### src/rtl/fbpa_pkg.sv
`default_nettype none

package fbpa_pkg;

   localparam int CMD_W      = 2;
   localparam int OFS_W      = 20;
   localparam int STATUS_W   = 2;
   localparam int IDX_W      = 8;
   localparam int CNT_W      = 9;
   localparam int SIZE_W     = 13;
   localparam int CSR_IDX_W  = 4;
   localparam int CSR_DATA_W = 13;

   typedef enum logic [CMD_W-1:0] {
      CMD_ALLOC = 2'd0,
      CMD_FREE  = 2'd1,
      CMD_CLEAN = 2'd2,
      CMD_NOP   = 2'd3
   } command_type;

   localparam logic [STATUS_W-1:0] STATUS_OK     = 2'd0;
   localparam logic [STATUS_W-1:0] STATUS_EMPTY  = 2'd1;
   localparam logic [STATUS_W-1:0] STATUS_REJECT = 2'd2;

   localparam logic [CSR_IDX_W-1:0] REG_NODE_COUNT = 4'd0;
   localparam logic [CSR_IDX_W-1:0] REG_NODE_SIZE  = 4'd1;

   localparam logic [CNT_W-1:0]  COUNT_RESET = 9'd256;
   localparam logic [SIZE_W-1:0] SIZE_RESET  = 13'd64;

   typedef enum logic [2:0] {
      ST_IDLE,
      ST_POP,
      ST_MUL,
      ST_DIV,
      ST_DONE
   } fsm_state_type;

endpackage

`default_nettype wire

### src/rtl/fbpa_if.sv
`default_nettype none

interface fbpa_req_if;
   import fbpa_pkg::*;
   logic                valid;
   logic                ready;
   logic [CMD_W-1:0]    command;
   logic [OFS_W-1:0]    node_offset;
   modport source (output valid, command, node_offset, input ready);
   modport sink   (input valid, command, node_offset, output ready);
endinterface

interface fbpa_rsp_if;
   import fbpa_pkg::*;
   logic                valid;
   logic                ready;
   logic [STATUS_W-1:0] status;
   logic [IDX_W-1:0]    node_index;
   logic [OFS_W-1:0]    alloc_offset;
   logic [CNT_W-1:0]    free_nodes;
   modport source (output valid, status, node_index, alloc_offset, free_nodes, input ready);
   modport sink   (input valid, status, node_index, alloc_offset, free_nodes, output ready);
endinterface

interface fbpa_csr_if;
   import fbpa_pkg::*;
   logic                  valid;
   logic                  ready;
   logic [CSR_IDX_W-1:0]  index;
   logic [CSR_DATA_W-1:0] data;
   modport source (output valid, index, data, input ready);
   modport sink   (input valid, index, data, output ready);
endinterface

`default_nettype wire

### src/rtl/fbpa_ram.sv
`default_nettype none

module fbpa_ram #(
   parameter int WIDTH = 8,
   parameter int DEPTH = 256
) (
   input  wire logic                     clock,
   input  wire logic                     wr_en,
   input  wire logic [$clog2(DEPTH)-1:0] wr_addr,
   input  wire logic [WIDTH-1:0]         wr_data,
   input  wire logic                     rd_en,
   input  wire logic [$clog2(DEPTH)-1:0] rd_addr,
   output logic      [WIDTH-1:0]         rd_data
);

   logic [WIDTH-1:0] mem [DEPTH];

   always_ff @(posedge clock) begin
      if (wr_en) begin
         mem[wr_addr] <= wr_data;
      end
      if (rd_en) begin
         rd_data <= mem[rd_addr];
      end
   end

endmodule

`default_nettype wire

### src/rtl/fbpa_div.sv
`default_nettype none

module fbpa_div (
   input  wire logic                          clock,
   input  wire logic                          reset,
   input  wire logic                          start,
   input  wire logic [fbpa_pkg::OFS_W-1:0]    dividend,
   input  wire logic [fbpa_pkg::SIZE_W-1:0]   divisor,
   output logic                               done,
   output logic      [fbpa_pkg::OFS_W-1:0]    quotient
);
   import fbpa_pkg::*;

   localparam int CW = $clog2(OFS_W);

   logic              busy_ff, busy_in;
   logic              done_ff, done_in;
   logic [CW-1:0]     cnt_ff, cnt_in;
   logic [OFS_W-1:0]  quo_ff, quo_in;
   logic [SIZE_W-1:0] rem_ff, rem_in;
   logic [SIZE_W-1:0] dsr_ff, dsr_in;
   logic [SIZE_W:0]   trial;
   logic [SIZE_W:0]   diff;
   logic              ge;

   assign trial = {rem_ff, quo_ff[OFS_W-1]};
   assign ge    = trial >= {1'b0, dsr_ff};
   assign diff  = trial - {1'b0, dsr_ff};

   always_comb begin
      busy_in = busy_ff;
      done_in = 1'b0;
      cnt_in  = cnt_ff;
      quo_in  = quo_ff;
      rem_in  = rem_ff;
      dsr_in  = dsr_ff;
      if (start) begin
         busy_in = 1'b1;
         cnt_in  = '0;
         quo_in  = dividend;
         rem_in  = '0;
         dsr_in  = divisor;
      end else if (busy_ff) begin
         quo_in = {quo_ff[OFS_W-2:0], ge};
         rem_in = ge ? diff[SIZE_W-1:0] : trial[SIZE_W-1:0];
         cnt_in = cnt_ff + CW'(1);
         if (cnt_ff == CW'(OFS_W - 1)) begin
            busy_in = 1'b0;
            done_in = 1'b1;
         end
      end
   end

   always_ff @(posedge clock) begin
      if (reset) begin
         busy_ff <= 1'b0;
         done_ff <= 1'b0;
      end else begin
         busy_ff <= busy_in;
         done_ff <= done_in;
      end
      cnt_ff <= cnt_in;
      quo_ff <= quo_in;
      rem_ff <= rem_in;
      dsr_ff <= dsr_in;
   end

   assign done     = done_ff;
   assign quotient = quo_ff;

endmodule

`default_nettype wire

### src/rtl/fixed_block_pool_allocator.sv
// Fixed-size block pool allocator. Allocate pops a free node index (LIFO, fresh nodes
// handed out in order 0, 1, 2, ... once the freed stack is empty) and answers with its
// byte offset; free divides the offset by the node size and pushes the index unless it
// is rejected; clean returns every node. Freed indices live in a one-port-read,
// one-port-write RAM that needs no clearing pass after reset. One item is in work at a
// time, while the previous result may still sit in the output register. An allocate
// from the freed stack reads the RAM, then does the offset multiply; one from a fresh
// node does the multiply alone; clean and no-op go straight to the result. A free runs
// the bit-serial divider, one quotient bit per cycle over the 20-bit offset. Writes to the
// count or size register also clean the pool, and writes are taken in any cycle.
`default_nettype none

module fixed_block_pool_allocator #(
   parameter int MAX_NODES      = 256,
   parameter int MAX_NODE_BYTES = 4096
) (
   input  wire logic clock,
   input  wire logic reset,
   fbpa_req_if.sink  req_ch,
   fbpa_rsp_if.source rsp_ch,
   fbpa_csr_if.sink  csr_ch
);
   import fbpa_pkg::*;

   localparam int CNT_CAP = (MAX_NODES > 511) ? 511 : MAX_NODES;
   localparam int SZ_CAP  = (MAX_NODE_BYTES > 8191) ? 8191 : MAX_NODE_BYTES;
   localparam int AW      = $clog2(MAX_NODES);
   localparam int DW      = $clog2(MAX_NODES + 1);
   localparam int FW      = $clog2(CNT_CAP + 1);
   localparam int SW      = $clog2(CNT_CAP);
   localparam int TW      = ((DW > CNT_W) ? DW : CNT_W) + 1;
   localparam int PW      = (SW + SIZE_W > OFS_W) ? SW + SIZE_W : OFS_W;

   fsm_state_type      state_ff, state_in;
   logic [CNT_W-1:0]   node_count_ff, node_count_in;
   logic [SIZE_W-1:0]  node_size_ff, node_size_in;
   logic [DW-1:0]      depth_ff, depth_in;
   logic [FW-1:0]      fresh_ff, fresh_in;
   logic [SW-1:0]      idx_ff, idx_in;
   logic [STATUS_W-1:0] res_status_ff, res_status_in;
   logic [IDX_W-1:0]   res_idx_ff, res_idx_in;
   logic [OFS_W-1:0]   res_ofs_ff, res_ofs_in;
   logic               rsp_valid_ff, rsp_valid_in;
   logic [STATUS_W-1:0] rsp_status_ff, rsp_status_in;
   logic [IDX_W-1:0]   rsp_idx_ff, rsp_idx_in;
   logic [OFS_W-1:0]   rsp_ofs_ff, rsp_ofs_in;
   logic [CNT_W-1:0]   rsp_free_ff, rsp_free_in;

   logic [CNT_W-1:0]   eff_cnt;
   logic [SIZE_W-1:0]  eff_size;
   logic [CNT_W-1:0]   fresh_ext;
   logic               fresh_avail;
   logic [CNT_W-1:0]   fresh_left;
   logic [TW-1:0]      free_total;
   logic [DW-1:0]      depth_m1;
   logic               req_fire;
   logic               csr_fire;
   logic               out_load;
   logic               div_start;
   logic               div_done;
   logic [OFS_W-1:0]   quotient;
   logic               reject;
   logic [PW-1:0]      prod;
   logic [PW-1:0]      idx_wide;
   logic               ram_we;
   logic               ram_re;
   logic [SW-1:0]      ram_rdata;

   assign req_fire = req_ch.valid && req_ch.ready;
   assign csr_fire = csr_ch.valid && csr_ch.ready;
   assign out_load = (state_ff == ST_DONE) && (!rsp_valid_ff || rsp_ch.ready);

   assign eff_cnt  = (node_count_ff == '0) ? CNT_W'(1) :
                     (node_count_ff > CNT_W'(CNT_CAP)) ? CNT_W'(CNT_CAP) : node_count_ff;
   assign eff_size = (node_size_ff == '0) ? SIZE_W'(1) :
                     (node_size_ff > SIZE_W'(SZ_CAP)) ? SIZE_W'(SZ_CAP) : node_size_ff;

   assign fresh_ext   = CNT_W'(fresh_ff);
   assign fresh_avail = fresh_ext < eff_cnt;
   assign fresh_left  = fresh_avail ? (eff_cnt - fresh_ext) : '0;
   assign free_total  = TW'(depth_ff) + TW'(fresh_left);
   assign depth_m1    = depth_ff - DW'(1);

   assign reject = (quotient >= OFS_W'(eff_cnt)) || (free_total >= TW'(eff_cnt)) ||
                   (depth_ff >= DW'(MAX_NODES));

   assign idx_wide = PW'(idx_ff);
   assign prod     = PW'(idx_ff) * PW'(eff_size);

   assign div_start = req_fire && (command_type'(req_ch.command) == CMD_FREE);
   assign ram_re    = req_fire && (command_type'(req_ch.command) == CMD_ALLOC) &&
                      (depth_ff != '0);
   assign ram_we    = (state_ff == ST_DIV) && div_done && !reject;

   fbpa_div u_div (
      .clock    (clock),
      .reset    (reset),
      .start    (div_start),
      .dividend (req_ch.node_offset),
      .divisor  (eff_size),
      .done     (div_done),
      .quotient (quotient)
   );

   fbpa_ram #(
      .WIDTH (SW),
      .DEPTH (MAX_NODES)
   ) u_stack (
      .clock   (clock),
      .wr_en   (ram_we),
      .wr_addr (depth_ff[AW-1:0]),
      .wr_data (quotient[SW-1:0]),
      .rd_en   (ram_re),
      .rd_addr (depth_m1[AW-1:0]),
      .rd_data (ram_rdata)
   );

   // next state
   always_comb begin
      state_in = state_ff;
      case (state_ff)
         ST_IDLE: begin
            if (req_fire) begin
               case (command_type'(req_ch.command))
                  CMD_ALLOC: begin
                     if (depth_ff != '0) begin
                        state_in = ST_POP;
                     end else if (fresh_avail) begin
                        state_in = ST_MUL;
                     end else begin
                        state_in = ST_DONE;
                     end
                  end
                  CMD_FREE: state_in = ST_DIV;
                  default:  state_in = ST_DONE;
               endcase
            end
         end
         ST_POP: state_in = ST_MUL;
         ST_MUL: state_in = ST_DONE;
         ST_DIV: begin
            if (div_done) begin
               state_in = ST_DONE;
            end
         end
         ST_DONE: begin
            if (out_load) begin
               state_in = ST_IDLE;
            end
         end
         default: state_in = ST_IDLE;
      endcase
   end

   // datapath
   always_comb begin
      node_count_in = node_count_ff;
      node_size_in  = node_size_ff;
      depth_in      = depth_ff;
      fresh_in      = fresh_ff;
      idx_in        = idx_ff;
      res_status_in = res_status_ff;
      res_idx_in    = res_idx_ff;
      res_ofs_in    = res_ofs_ff;
      rsp_status_in = rsp_status_ff;
      rsp_idx_in    = rsp_idx_ff;
      rsp_ofs_in    = rsp_ofs_ff;
      rsp_free_in   = rsp_free_ff;
      rsp_valid_in  = rsp_valid_ff && !rsp_ch.ready;

      case (state_ff)
         ST_IDLE: begin
            if (req_fire) begin
               res_status_in = STATUS_OK;
               res_idx_in    = '0;
               res_ofs_in    = '0;
               case (command_type'(req_ch.command))
                  CMD_ALLOC: begin
                     if (depth_ff != '0) begin
                        depth_in = depth_m1;
                     end else if (fresh_avail) begin
                        idx_in   = SW'(fresh_ff);
                        fresh_in = fresh_ff + FW'(1);
                     end else begin
                        res_status_in = STATUS_EMPTY;
                     end
                  end
                  CMD_CLEAN: begin
                     depth_in = '0;
                     fresh_in = '0;
                  end
                  default: ;
               endcase
            end
         end
         ST_POP: idx_in = ram_rdata;
         ST_MUL: begin
            res_idx_in = idx_wide[IDX_W-1:0];
            res_ofs_in = prod[OFS_W-1:0];
         end
         ST_DIV: begin
            if (div_done) begin
               if (reject) begin
                  res_status_in = STATUS_REJECT;
               end else begin
                  res_idx_in = quotient[IDX_W-1:0];
                  depth_in   = depth_ff + DW'(1);
               end
            end
         end
         ST_DONE: begin
            if (out_load) begin
               rsp_valid_in  = 1'b1;
               rsp_status_in = res_status_ff;
               rsp_idx_in    = res_idx_ff;
               rsp_ofs_in    = res_ofs_ff;
               rsp_free_in   = free_total[CNT_W-1:0];
            end
         end
         default: ;
      endcase

      // writes to the count and size registers also clean the pool
      if (csr_fire) begin
         if (csr_ch.index == REG_NODE_COUNT) begin
            node_count_in = csr_ch.data[CNT_W-1:0];
            depth_in      = '0;
            fresh_in      = '0;
         end else if (csr_ch.index == REG_NODE_SIZE) begin
            node_size_in = csr_ch.data[SIZE_W-1:0];
            depth_in     = '0;
            fresh_in     = '0;
         end
      end
   end

   always_ff @(posedge clock) begin
      if (reset) begin
         state_ff      <= ST_IDLE;
         node_count_ff <= COUNT_RESET;
         node_size_ff  <= SIZE_RESET;
         depth_ff      <= '0;
         fresh_ff      <= '0;
         rsp_valid_ff  <= 1'b0;
      end else begin
         state_ff      <= state_in;
         node_count_ff <= node_count_in;
         node_size_ff  <= node_size_in;
         depth_ff      <= depth_in;
         fresh_ff      <= fresh_in;
         rsp_valid_ff  <= rsp_valid_in;
      end
      idx_ff        <= idx_in;
      res_status_ff <= res_status_in;
      res_idx_ff    <= res_idx_in;
      res_ofs_ff    <= res_ofs_in;
      rsp_status_ff <= rsp_status_in;
      rsp_idx_ff    <= rsp_idx_in;
      rsp_ofs_ff    <= rsp_ofs_in;
      rsp_free_ff   <= rsp_free_in;
   end

   assign req_ch.ready        = (state_ff == ST_IDLE);
   assign csr_ch.ready        = 1'b1;
   assign rsp_ch.valid        = rsp_valid_ff;
   assign rsp_ch.status       = rsp_status_ff;
   assign rsp_ch.node_index   = rsp_idx_ff;
   assign rsp_ch.alloc_offset = rsp_ofs_ff;
   assign rsp_ch.free_nodes   = rsp_free_ff;

   a_free_le_cnt: assert property (@(posedge clock) disable iff (reset)
      free_total <= TW'(eff_cnt))
      else $error("free node count exceeds pool size");

   a_div_done_in_div: assert property (@(posedge clock) disable iff (reset)
      div_done |-> (state_ff == ST_DIV))
      else $error("divider finished outside a free");

   a_pop_after_accept: assert property (@(posedge clock) disable iff (reset)
      (state_ff == ST_POP) |-> $past(ram_re))
      else $error("stack read state without a stack read");

   a_push_grows: assert property (@(posedge clock) disable iff (reset)
      (ram_we && !csr_fire) |=> (depth_ff == $past(depth_ff) + DW'(1)))
      else $error("push did not grow the freed stack");

endmodule

`default_nettype wire

### src/flat_wrapper.sv
// flat-port wrapper written by rule: the top's interface ports become plain ports
module fixed_block_pool_allocator_flat import fbpa_pkg::*;
#(
   parameter int MAX_NODES      = 256,
   parameter int MAX_NODE_BYTES = 4096
)
  (clock, reset, req_ch_valid, req_ch_command, req_ch_node_offset, req_ch_ready, rsp_ch_valid, rsp_ch_status, rsp_ch_node_index, rsp_ch_alloc_offset, rsp_ch_free_nodes, rsp_ch_ready, csr_ch_valid, csr_ch_index, csr_ch_data, csr_ch_ready);
  fbpa_req_if req_ch_i ();
  fbpa_rsp_if rsp_ch_i ();
  fbpa_csr_if csr_ch_i ();
  input  wire logic clock;
  input  wire logic reset;
  input wire logic [$bits(req_ch_i.valid)-1:0] req_ch_valid;
  input wire logic [$bits(req_ch_i.command)-1:0] req_ch_command;
  input wire logic [$bits(req_ch_i.node_offset)-1:0] req_ch_node_offset;
  output wire logic [$bits(req_ch_i.ready)-1:0] req_ch_ready;
  output wire logic [$bits(rsp_ch_i.valid)-1:0] rsp_ch_valid;
  output wire logic [$bits(rsp_ch_i.status)-1:0] rsp_ch_status;
  output wire logic [$bits(rsp_ch_i.node_index)-1:0] rsp_ch_node_index;
  output wire logic [$bits(rsp_ch_i.alloc_offset)-1:0] rsp_ch_alloc_offset;
  output wire logic [$bits(rsp_ch_i.free_nodes)-1:0] rsp_ch_free_nodes;
  input wire logic [$bits(rsp_ch_i.ready)-1:0] rsp_ch_ready;
  input wire logic [$bits(csr_ch_i.valid)-1:0] csr_ch_valid;
  input wire logic [$bits(csr_ch_i.index)-1:0] csr_ch_index;
  input wire logic [$bits(csr_ch_i.data)-1:0] csr_ch_data;
  output wire logic [$bits(csr_ch_i.ready)-1:0] csr_ch_ready;
  assign req_ch_i.valid = req_ch_valid;
  assign req_ch_i.command = req_ch_command;
  assign req_ch_i.node_offset = req_ch_node_offset;
  assign req_ch_ready = req_ch_i.ready;
  assign rsp_ch_valid = rsp_ch_i.valid;
  assign rsp_ch_status = rsp_ch_i.status;
  assign rsp_ch_node_index = rsp_ch_i.node_index;
  assign rsp_ch_alloc_offset = rsp_ch_i.alloc_offset;
  assign rsp_ch_free_nodes = rsp_ch_i.free_nodes;
  assign rsp_ch_i.ready = rsp_ch_ready;
  assign csr_ch_i.valid = csr_ch_valid;
  assign csr_ch_i.index = csr_ch_index;
  assign csr_ch_i.data = csr_ch_data;
  assign csr_ch_ready = csr_ch_i.ready;
  fixed_block_pool_allocator #(.MAX_NODES(MAX_NODES), .MAX_NODE_BYTES(MAX_NODE_BYTES)) u_core (.clock(clock), .reset(reset), .req_ch(req_ch_i), .rsp_ch(rsp_ch_i), .csr_ch(csr_ch_i));
endmodule
### config.mk
export PLATFORM = sky130hd
export DESIGN_NAME = fixed_block_pool_allocator_flat
export DESIGN_NICKNAME = d
export VERILOG_FILES = /design/src/rtl/fbpa_pkg.sv /design/src/rtl/fbpa_if.sv /design/src/rtl/fbpa_ram.sv /design/src/rtl/fbpa_div.sv /design/src/rtl/fixed_block_pool_allocator.sv /design/src/flat_wrapper.sv
export SDC_FILE = /design/constraint.sdc
export NUM_CORES = 2
export LEC_CHECK = 0
export BUFFER_PORTS_ARGS = -buffer_cell sky130_fd_sc_hd__buf_2
export CORE_MARGIN = 4
export CORE_UTILIZATION = 49
export CTS_BUF_LIST = sky130_fd_sc_hd__clkbuf_16
export DETAILED_ROUTE_END_ITERATION = 7
export HOLD_SLACK_MARGIN = 0.1
export MAX_ROUTING_LAYER = met4
export SYNTH_ARGS = -nofsm -noshare
export SYNTH_HDL_FRONTEND = slang
export SYNTH_HIERARCHICAL = 1
export SYNTH_SLANG_ARGS = --single-unit
export TNS_END_PERCENT = 100
### constraint.sdc
create_clock -name clock -period 9.8 [get_ports clock]
set_input_delay 1.96 -clock clock [delete_from_list [all_inputs] [get_ports clock]]
set_output_delay 1.96 -clock clock [all_outputs]
set_load 0.005 [all_outputs]
---- Word level (Yosys, flattened, before mapping) ----
Memory sizes are Yosys's and may differ from the RTL's. A register that Yosys moved wholly into a read port is not among the register bits.
Index checks and enable logic that the tools add are counted.
word-level totals
  register bits after elaboration ......... 174
  RAM bits ................................ 2048
  output and inout bits ................... 42
  logic and storage cells ................. 146
  memories ................................ 1
memory list
  memory              depth  width  read ports  clocked after memory_dff  wr ports  line            text
  u_core.u_stack.mem  256    8      1           1                         1         fbpa_ram.sv:16  logic [WIDTH-1:0] mem [DEPTH];
cells by class
  add/sub/neg operators ................... 7
  multipliers ............................. 1
  order comparisons ....................... 7
  equal/unequal tests ..................... 16
  multiplexer cells ....................... 58
  bitwise gates (word level) .............. 2
  reduce and logical (&&, ||, !) cells .... 34
operator list
  kind                                                       number
  2-to-1 mux 9 bit                                           17
  2-to-1 mux 20 bit                                          3
  2-to-1 mux 8 bit                                           7
  case mux 9 bit (2 select lines)                            3
  case mux 20 bit (2 select lines)                           1
  2-to-1 mux 13 bit                                          3
  case mux 8 bit (3 select lines)                            1
  greater-or-equal comparator 20 x 9 -> 1 bit                1
  multiplier 8 x 13 -> 20 bit                                1
  adder 9 x 1 -> 9 bit (second input constant)               2
  case mux 8 bit (2 select lines)                            1
  2-to-1 mux 3 bit                                           5
  case mux 3 bit (5 select lines)                            1
  greater-or-equal comparator 14 x 13 -> 1 bit               1
  greater-than comparator 13 bit (second input constant)     1
  logical NOT 13 bit                                         1
  subtractor 13 bit                                          1
  != test 2 bit (second input constant)                      6
  adder 9 x 9 -> 10 bit                                      1
  greater-or-equal comparator 10 x 9 -> 1 bit                1
  2-to-1 mux 2 bit                                           5
  greater-or-equal comparator 9 bit (second input constant)  1
  greater-than comparator 9 bit (second input constant)      1
  logical NOT 9 bit                                          1
  30 further kinds                                           59

---- Depth between registers and ports, before layout ----
  word-level depth ........................ 15
  mapped depth ............................ 32
  gate-level depth less buffers ........... 29

---- Cells and area by module ----
The synthesis kept the hierarchy.
by module, submodules not included
  module                      instances  cells an instance  area an instance (µm²)  seq. area each (µm²)
  fbpa_ram                    1          3733               79636.4                 61739.2
  fixed_block_pool_allocator  1          1016               9658.0                  3193.1
  fbpa_div                    1          239                2736.4                  1391.3

---- Worst setup path after synthesis ----
No wires, ideal clock.
  path kind ............................... register to register
  start ................................... register u_core.u_div.quo_ff[0] (netlist: u_core/u_div/quotient[0])
  end ..................................... memory u_core.u_stack.mem[234][0], enable pin
  data arrival time ....................... 6388 ps
  data required time ...................... 9430 ps
  path slack .............................. 3042 ps
  cell stages (with the launch flop) ...... 14
  buffers on the path ..................... 3
  cells stage by stage .................... edfxtp_1 > inv_1 > ha_1 > nand2b_1 > a21o_1 > a211o_1 > a21oi_1 > nand3_1 > nor4_1 > clkbuf_1 > buf_1 > nand3_1 > clkbuf_1 > nor2_1
on the way
  cells in the longest elaborated chain, start to end .. 7
ends and longest elaborated chain
  what                                         line                              text
  start, declared                              fbpa_div.sv:19                    logic [OFS_W-1:0] quo_ff, quo_in;
  start signal, assigned                       fbpa_div.sv:63                    quo_ff <= quo_in;
  greater-or-equal comparator 20 x 9 -> 1 bit  fixed_block_pool_allocator.sv:84  assign reject = (quotient >= OFS_W'(eff_cnt)) || (free_total >= TW'(eff_cnt)) ||
  logical OR 1 bit (2 in a row)                fixed_block_pool_allocator.sv:84
  logical NOT 1 bit                            fixed_block_pool_allocator.sv:93  assign ram_we = (state_ff == ST_DIV) && div_done && !reject;
  logical AND 1 bit                            fixed_block_pool_allocator.sv:93
  net u_core.ram_we                            fixed_block_pool_allocator.sv:65  logic ram_we;
  2-to-1 mux 1 bit                             fbpa_ram.sv:19                    if (wr_en) begin
  2-to-1 mux 1 bit (not written as such)       fbpa_ram.sv:20                    mem[wr_addr] <= wr_data;
  end, declared                                fbpa_ram.sv:16
The timed path passes the listed nets, and every way through them passes these cells.

---- Final worst setup path ----
  start ................................... register u_core.node_count_ff[8]
  end ..................................... memory u_core.u_stack.mem[67][7], enable pin
on the way
  cells in the longest elaborated chain, start to end .. 13
  elaborated cells on any way between the ends .. 16
  classes of those cells .................. 2 x add/sub; 4 x order compare; 5 x mux; 5 x reduce/logical
ends and longest elaborated chain
  what                                                           line                                                                text
  start, declared                                                fixed_block_pool_allocator.sv:35                                    logic [CNT_W-1:0] node_count_ff, node_count_in;
  start signal, assigned                                         fixed_block_pool_allocator.sv:247                                   node_count_ff <= node_count_in;
  greater-than comparator 9 bit                                  fixed_block_pool_allocator.sv:74                                    (node_count_ff > CNT_W'(CNT_CAP)) ? CNT_W'(CNT_CAP) : node_count_ff;
  2-to-1 mux 9 bit                                               fixed_block_pool_allocator.sv:74
  2-to-1 mux 9 bit *                                             fixed_block_pool_allocator.sv:73                                    assign eff_cnt = (node_count_ff == '0) ? CNT_W'(1) :
  subtractor 9 bit / < comparator 9 bit (equally long branches)  fixed_block_pool_allocator.sv:80, fixed_block_pool_allocator.sv:79
  2-to-1 mux 9 bit *                                             fixed_block_pool_allocator.sv:80                                    assign fresh_left = fresh_avail ? (eff_cnt - fresh_ext) : '0;
  adder 9 x 9 -> 10 bit *                                        fixed_block_pool_allocator.sv:81                                    assign free_total = TW'(depth_ff) + TW'(fresh_left);
  net u_core.free_total[8]                                       fixed_block_pool_allocator.sv:54                                    logic [TW-1:0] free_total;
  greater-or-equal comparator 10 x 9 -> 1 bit *                  fixed_block_pool_allocator.sv:84
  logical OR 1 bit * (2 in a row)                                fixed_block_pool_allocator.sv:84
  logical NOT 1 bit *                                            fixed_block_pool_allocator.sv:93
  logical AND 1 bit *                                            fixed_block_pool_allocator.sv:93
  net u_core.ram_we                                              fixed_block_pool_allocator.sv:65
  2-to-1 mux 1 bit *                                             fbpa_ram.sv:19
  2-to-1 mux 1 bit (not written as such) *                       fbpa_ram.sv:20
Mark *: on every way through the listed nets, which the timed path passes. The rest lies on a longest branch.

==> results.yml <==
routing:
  drt_wl_total_um: 242000
  remaining_drc_errors: 0
  postRouteAntennaNets: 0
  viasPerCell: 6.23
  wl_per_cell_um: 31.0
  dr.first_iter.drc_count: 6083
  drtPass1Iterations: 6
  num_vias: 48600
synth:
  synth-async-reset-ratio: 0
  syn_area_um2: 92000
  syn_inst: 4988
  ys_seq_area_frac: 0.721
  synthFlopType: "edfxtp_1"
  syn-num-nets: 5193
  ys_seq_elements: 2230
  synth_edf_count: 2166
  ys_warn_count: 6
  avgSynthCellArea_um2: 18.5
  synthDistinctLibCells: 94
cts:
  postCtsSetupBuffers: 0
  h-tree-depth: 4
  cts.clk_slew.worst_paths_ps: 60
  clock-sinks: 2230
  clockBufferDepth: 3
  postCtsHoldBufs: 0
  cts_resized: 0
  root_buffer: "clkbuf_16"
  cts-buffers-inserted: 217
  cts_tree: "yes"
  clkLatencyLatePin_ps: 860
timing:
  drv_slew: 0
  period_share: 0.891
  totalNegativeSetupSlack_ps: 0
  max_freq_ghz: 0.115
  setup_violations: 0
  hold_slack_ps: 410
  maxSlewHeadroom: 0.0689
  clock-skew-final_ps: 42.0
  min_period_ps: 8730
  worstMarginPinSlew_ps: 1380
  hold_viol: 0
  rsz0062_at_grt: "false"
floorplanning:
  dieArea_um2: 195000
  die_y_um: 441
  std_cell_rows: 158
  die_w_um: 441
  core_area_um2: 186000
  start_util: 0.495
  io-pin-count: 86
power_and_ir_drop:
  ir_drop_uv: 185
  combPwrFrac: 0.040
  powerDensity_nw_per_um2: 195
  p_sw_mw: 4.26
  pwr-share-clk: 0.426
  p_sw_frac: 0.213
  p_leak_nw: 34.1
  p_total_mw: 20.0
  p_seq_frac: 0.534
  intPower_mw: 15.7
critical_path:
  worstPathArrival_ps: 9210
  critPathMaxFanout: 19
  end_kind: "flop"
  required_ps: 10280
  cp_slowest_cell: "nand4_1"
  cpMostUsedCell: "nor2_1"
  cp_slowest_stage_delay_ps: 1010
  path_class: "flop to flop"
  start_kind: "flop"
flow_run:
  cap_violations: 0
global_routing:
  grt_max_degree: 155
  gr-total-overflow: 0
  grt_use_total: 0.257
  antenna_found_initial: 5
  grt_pass1_wl_um: 349000
  grt_pass1_vias: 47900
place:
  globalplace.congestion: 0.906
  dp_cells: 7381
  dp_hpwl_um: 152000
  io_buffers: 84
finish:
  nets: 5325
  final_layout_size_suffix_gt1_frac: 0.200
  syn2layout_area_growth_pct: 11.2
  finalNonFillerCells: 7797
outcome:
  outcome: "finished, final reports clean"
min_path:
  hold_path_class: "flop to flop"
cells in the mapped netlist (23+ instances only):
cell | number | share of area
edfxtp_1 | 2166 | 0.71
dfxtp_1 | 64 | 0.014
nor2b_1 | 55 | 0.0037
o22ai_1 | 29 | 0.0020
nor3_1 | 49 | 0.0027
a22oi_1 | 134 | 0.011
nor4_1 | 33 | 0.0022
buf_6 | 23 | 0.0028
mux2_2 | 23 | 0.0028
nand3_1 | 59 | 0.0032
nand4_1 | 26 | 0.0018
mux4_2 | 454 | 0.11
mux2i_1 | 158 | 0.017
o21ai_0 | 41 | 0.0022
and2_1 | 52 | 0.0035
a211oi_1 | 30 | 0.0024
xnor2_1 | 27 | 0.0026
o221ai_1 | 46 | 0.0044
nor2_1 | 365 | 0.015
inv_1 | 118 | 0.0048
buf_1 | 25 | 0.0010
buf_2 | 33 | 0.0018
clkbuf_1 | 155 | 0.0063
a21oi_1 | 162 | 0.0088
buf_4 | 28 | 0.0023
fa_1 | 68 | 0.015
nand2_1 | 175 | 0.0071
ha_1 | 93 | 0.013
worst max-delay path: cells and delay by family, from the launching register on:
| kind | cells | cell delay, ps |
|---|---|---|
| buffers and inverters | 4 | 1270 |
| xor gates and xnor gates | 1 | 170 |
| DFF | 1 | 380 |
| AOI/OAI and AO/OA | 9 | 1920 |
| and+or+nand+nor | 11 | 3560 |
| adders and majority gates | 3 | 1000 |
layer usage:
| metal | vias to the layer above | wire length, um | track usage |
|---|---|---|---|
| li1 | 20300 | - | - |
| met1 | 25500 | 101000 | 0.364 |
| met3 | 374 | 21600 | 0.0526 |
| met2 | 2351 | 112000 | 0.381 |
| met4 | 0 | 7220 | 0.0760 |
| met5 | - | 0 | - |
layout make-up:
type	count	area [um^2]
well taps	2480	3100
clock buffers	217	5430
diodes	4	10.0
fillers	14200	83700
multi-input cells	2352	23700
repair buffers	198	1380
inverters	121	469
clock inverters	195	1930
flip-flops and latches	2230	66300
final timing paths:
| path | to | start | cells after the start | slack [ps] |
|---|---|---|---|---|
| max | u_core/u_stack/mem[67][7] | u_core/node_count_ff[8] | 28 | 1070 |
| min | u_core/rsp_ch.alloc_offset[18] | u_core/res_ofs_ff[18] | 0 | 410 |
| max reg2reg | u_core/u_stack/mem[67][7] | u_core/node_count_ff[8] | 28 | 1070 |
| min reg2reg | u_core/rsp_ch.alloc_offset[18] | u_core/res_ofs_ff[18] | 0 | 410 |
cell usage in the layout (no fill, tap or decap), types with 46 or more instances in the layout:
cell	synthesis	routed
edfxtp_1	2166	2166
mux4_2	454	454
nor2_1	365	362
clkbuf_16	0	217
nand2_1	175	175
a21oi_1	162	162
mux2i_1	158	158
inv_1	118	148
a22oi_1	134	134
buf_4	28	106
ha_1	93	93
buf_2	33	84
fa_1	68	68
dfxtp_1	64	64
nand3_1	59	56
clkinv_1	2	54
nor2b_1	55	52
and2_1	52	51
nor3_1	49	49
clkinv_2	0	47
o221ai_1	46	46
power by group through the flow:
stage,sequential (mW),clock [mW],combinational [mW]
after floorplan,11.0,0,0.409
after global placement,10.9,0,0.805
after detailed placement,10.9,0,0.810
after CTS,10.7,8.66,0.812
after global routing,10.7,9.10,0.884
final,10.7,8.51,0.801
registers in the layout, indices dropped and copies added (netlist names), 9 cells and up:
signal,cells
u_core/u_stack/mem,2048
u_core/res_ofs_ff,20
u_core/rsp_ch.alloc_offset,20
u_core/u_div/quotient,20
u_core/node_size_ff,13
u_core/u_div/dsr_ff,13
u_core/u_div/rem_ff,13
u_core/depth_ff,9
u_core/fresh_ext,9
u_core/node_count_ff,9
u_core/rsp_ch.free_nodes,9
metrics by stage:
stage          cell area [um^2]   util  worst slack [ps]
4_1_cts                  102000  0.550              1050
2_1_floorplan             92000      -              3040
6_report                 102000  0.550              1070
3_5_place_dp              95000  0.511              1110
5_1_grt                  102000  0.550               388
3_3_place_gp              95000  0.511              1280
cells by family (layout without fill, tap and decap cells):
group | count (synthesis) | in the layout | share of synthesized area
DFF | 2230 | 2230 | 0.721
and+or+nand+nor | 911 | 911 | 0.0472
muxes | 638 | 638 | 0.132
AOI/OAI and AO/OA | 595 | 595 | 0.0454
buffers and inverters | 406 | 731 | 0.0230
adders and majority gates | 161 | 161 | 0.0274
xor gates and xnor gates | 46 | 46 | 0.00438
other | 1 | 5 | 0.0000407
No activity file was read; power rests on OpenSTA's default activity.
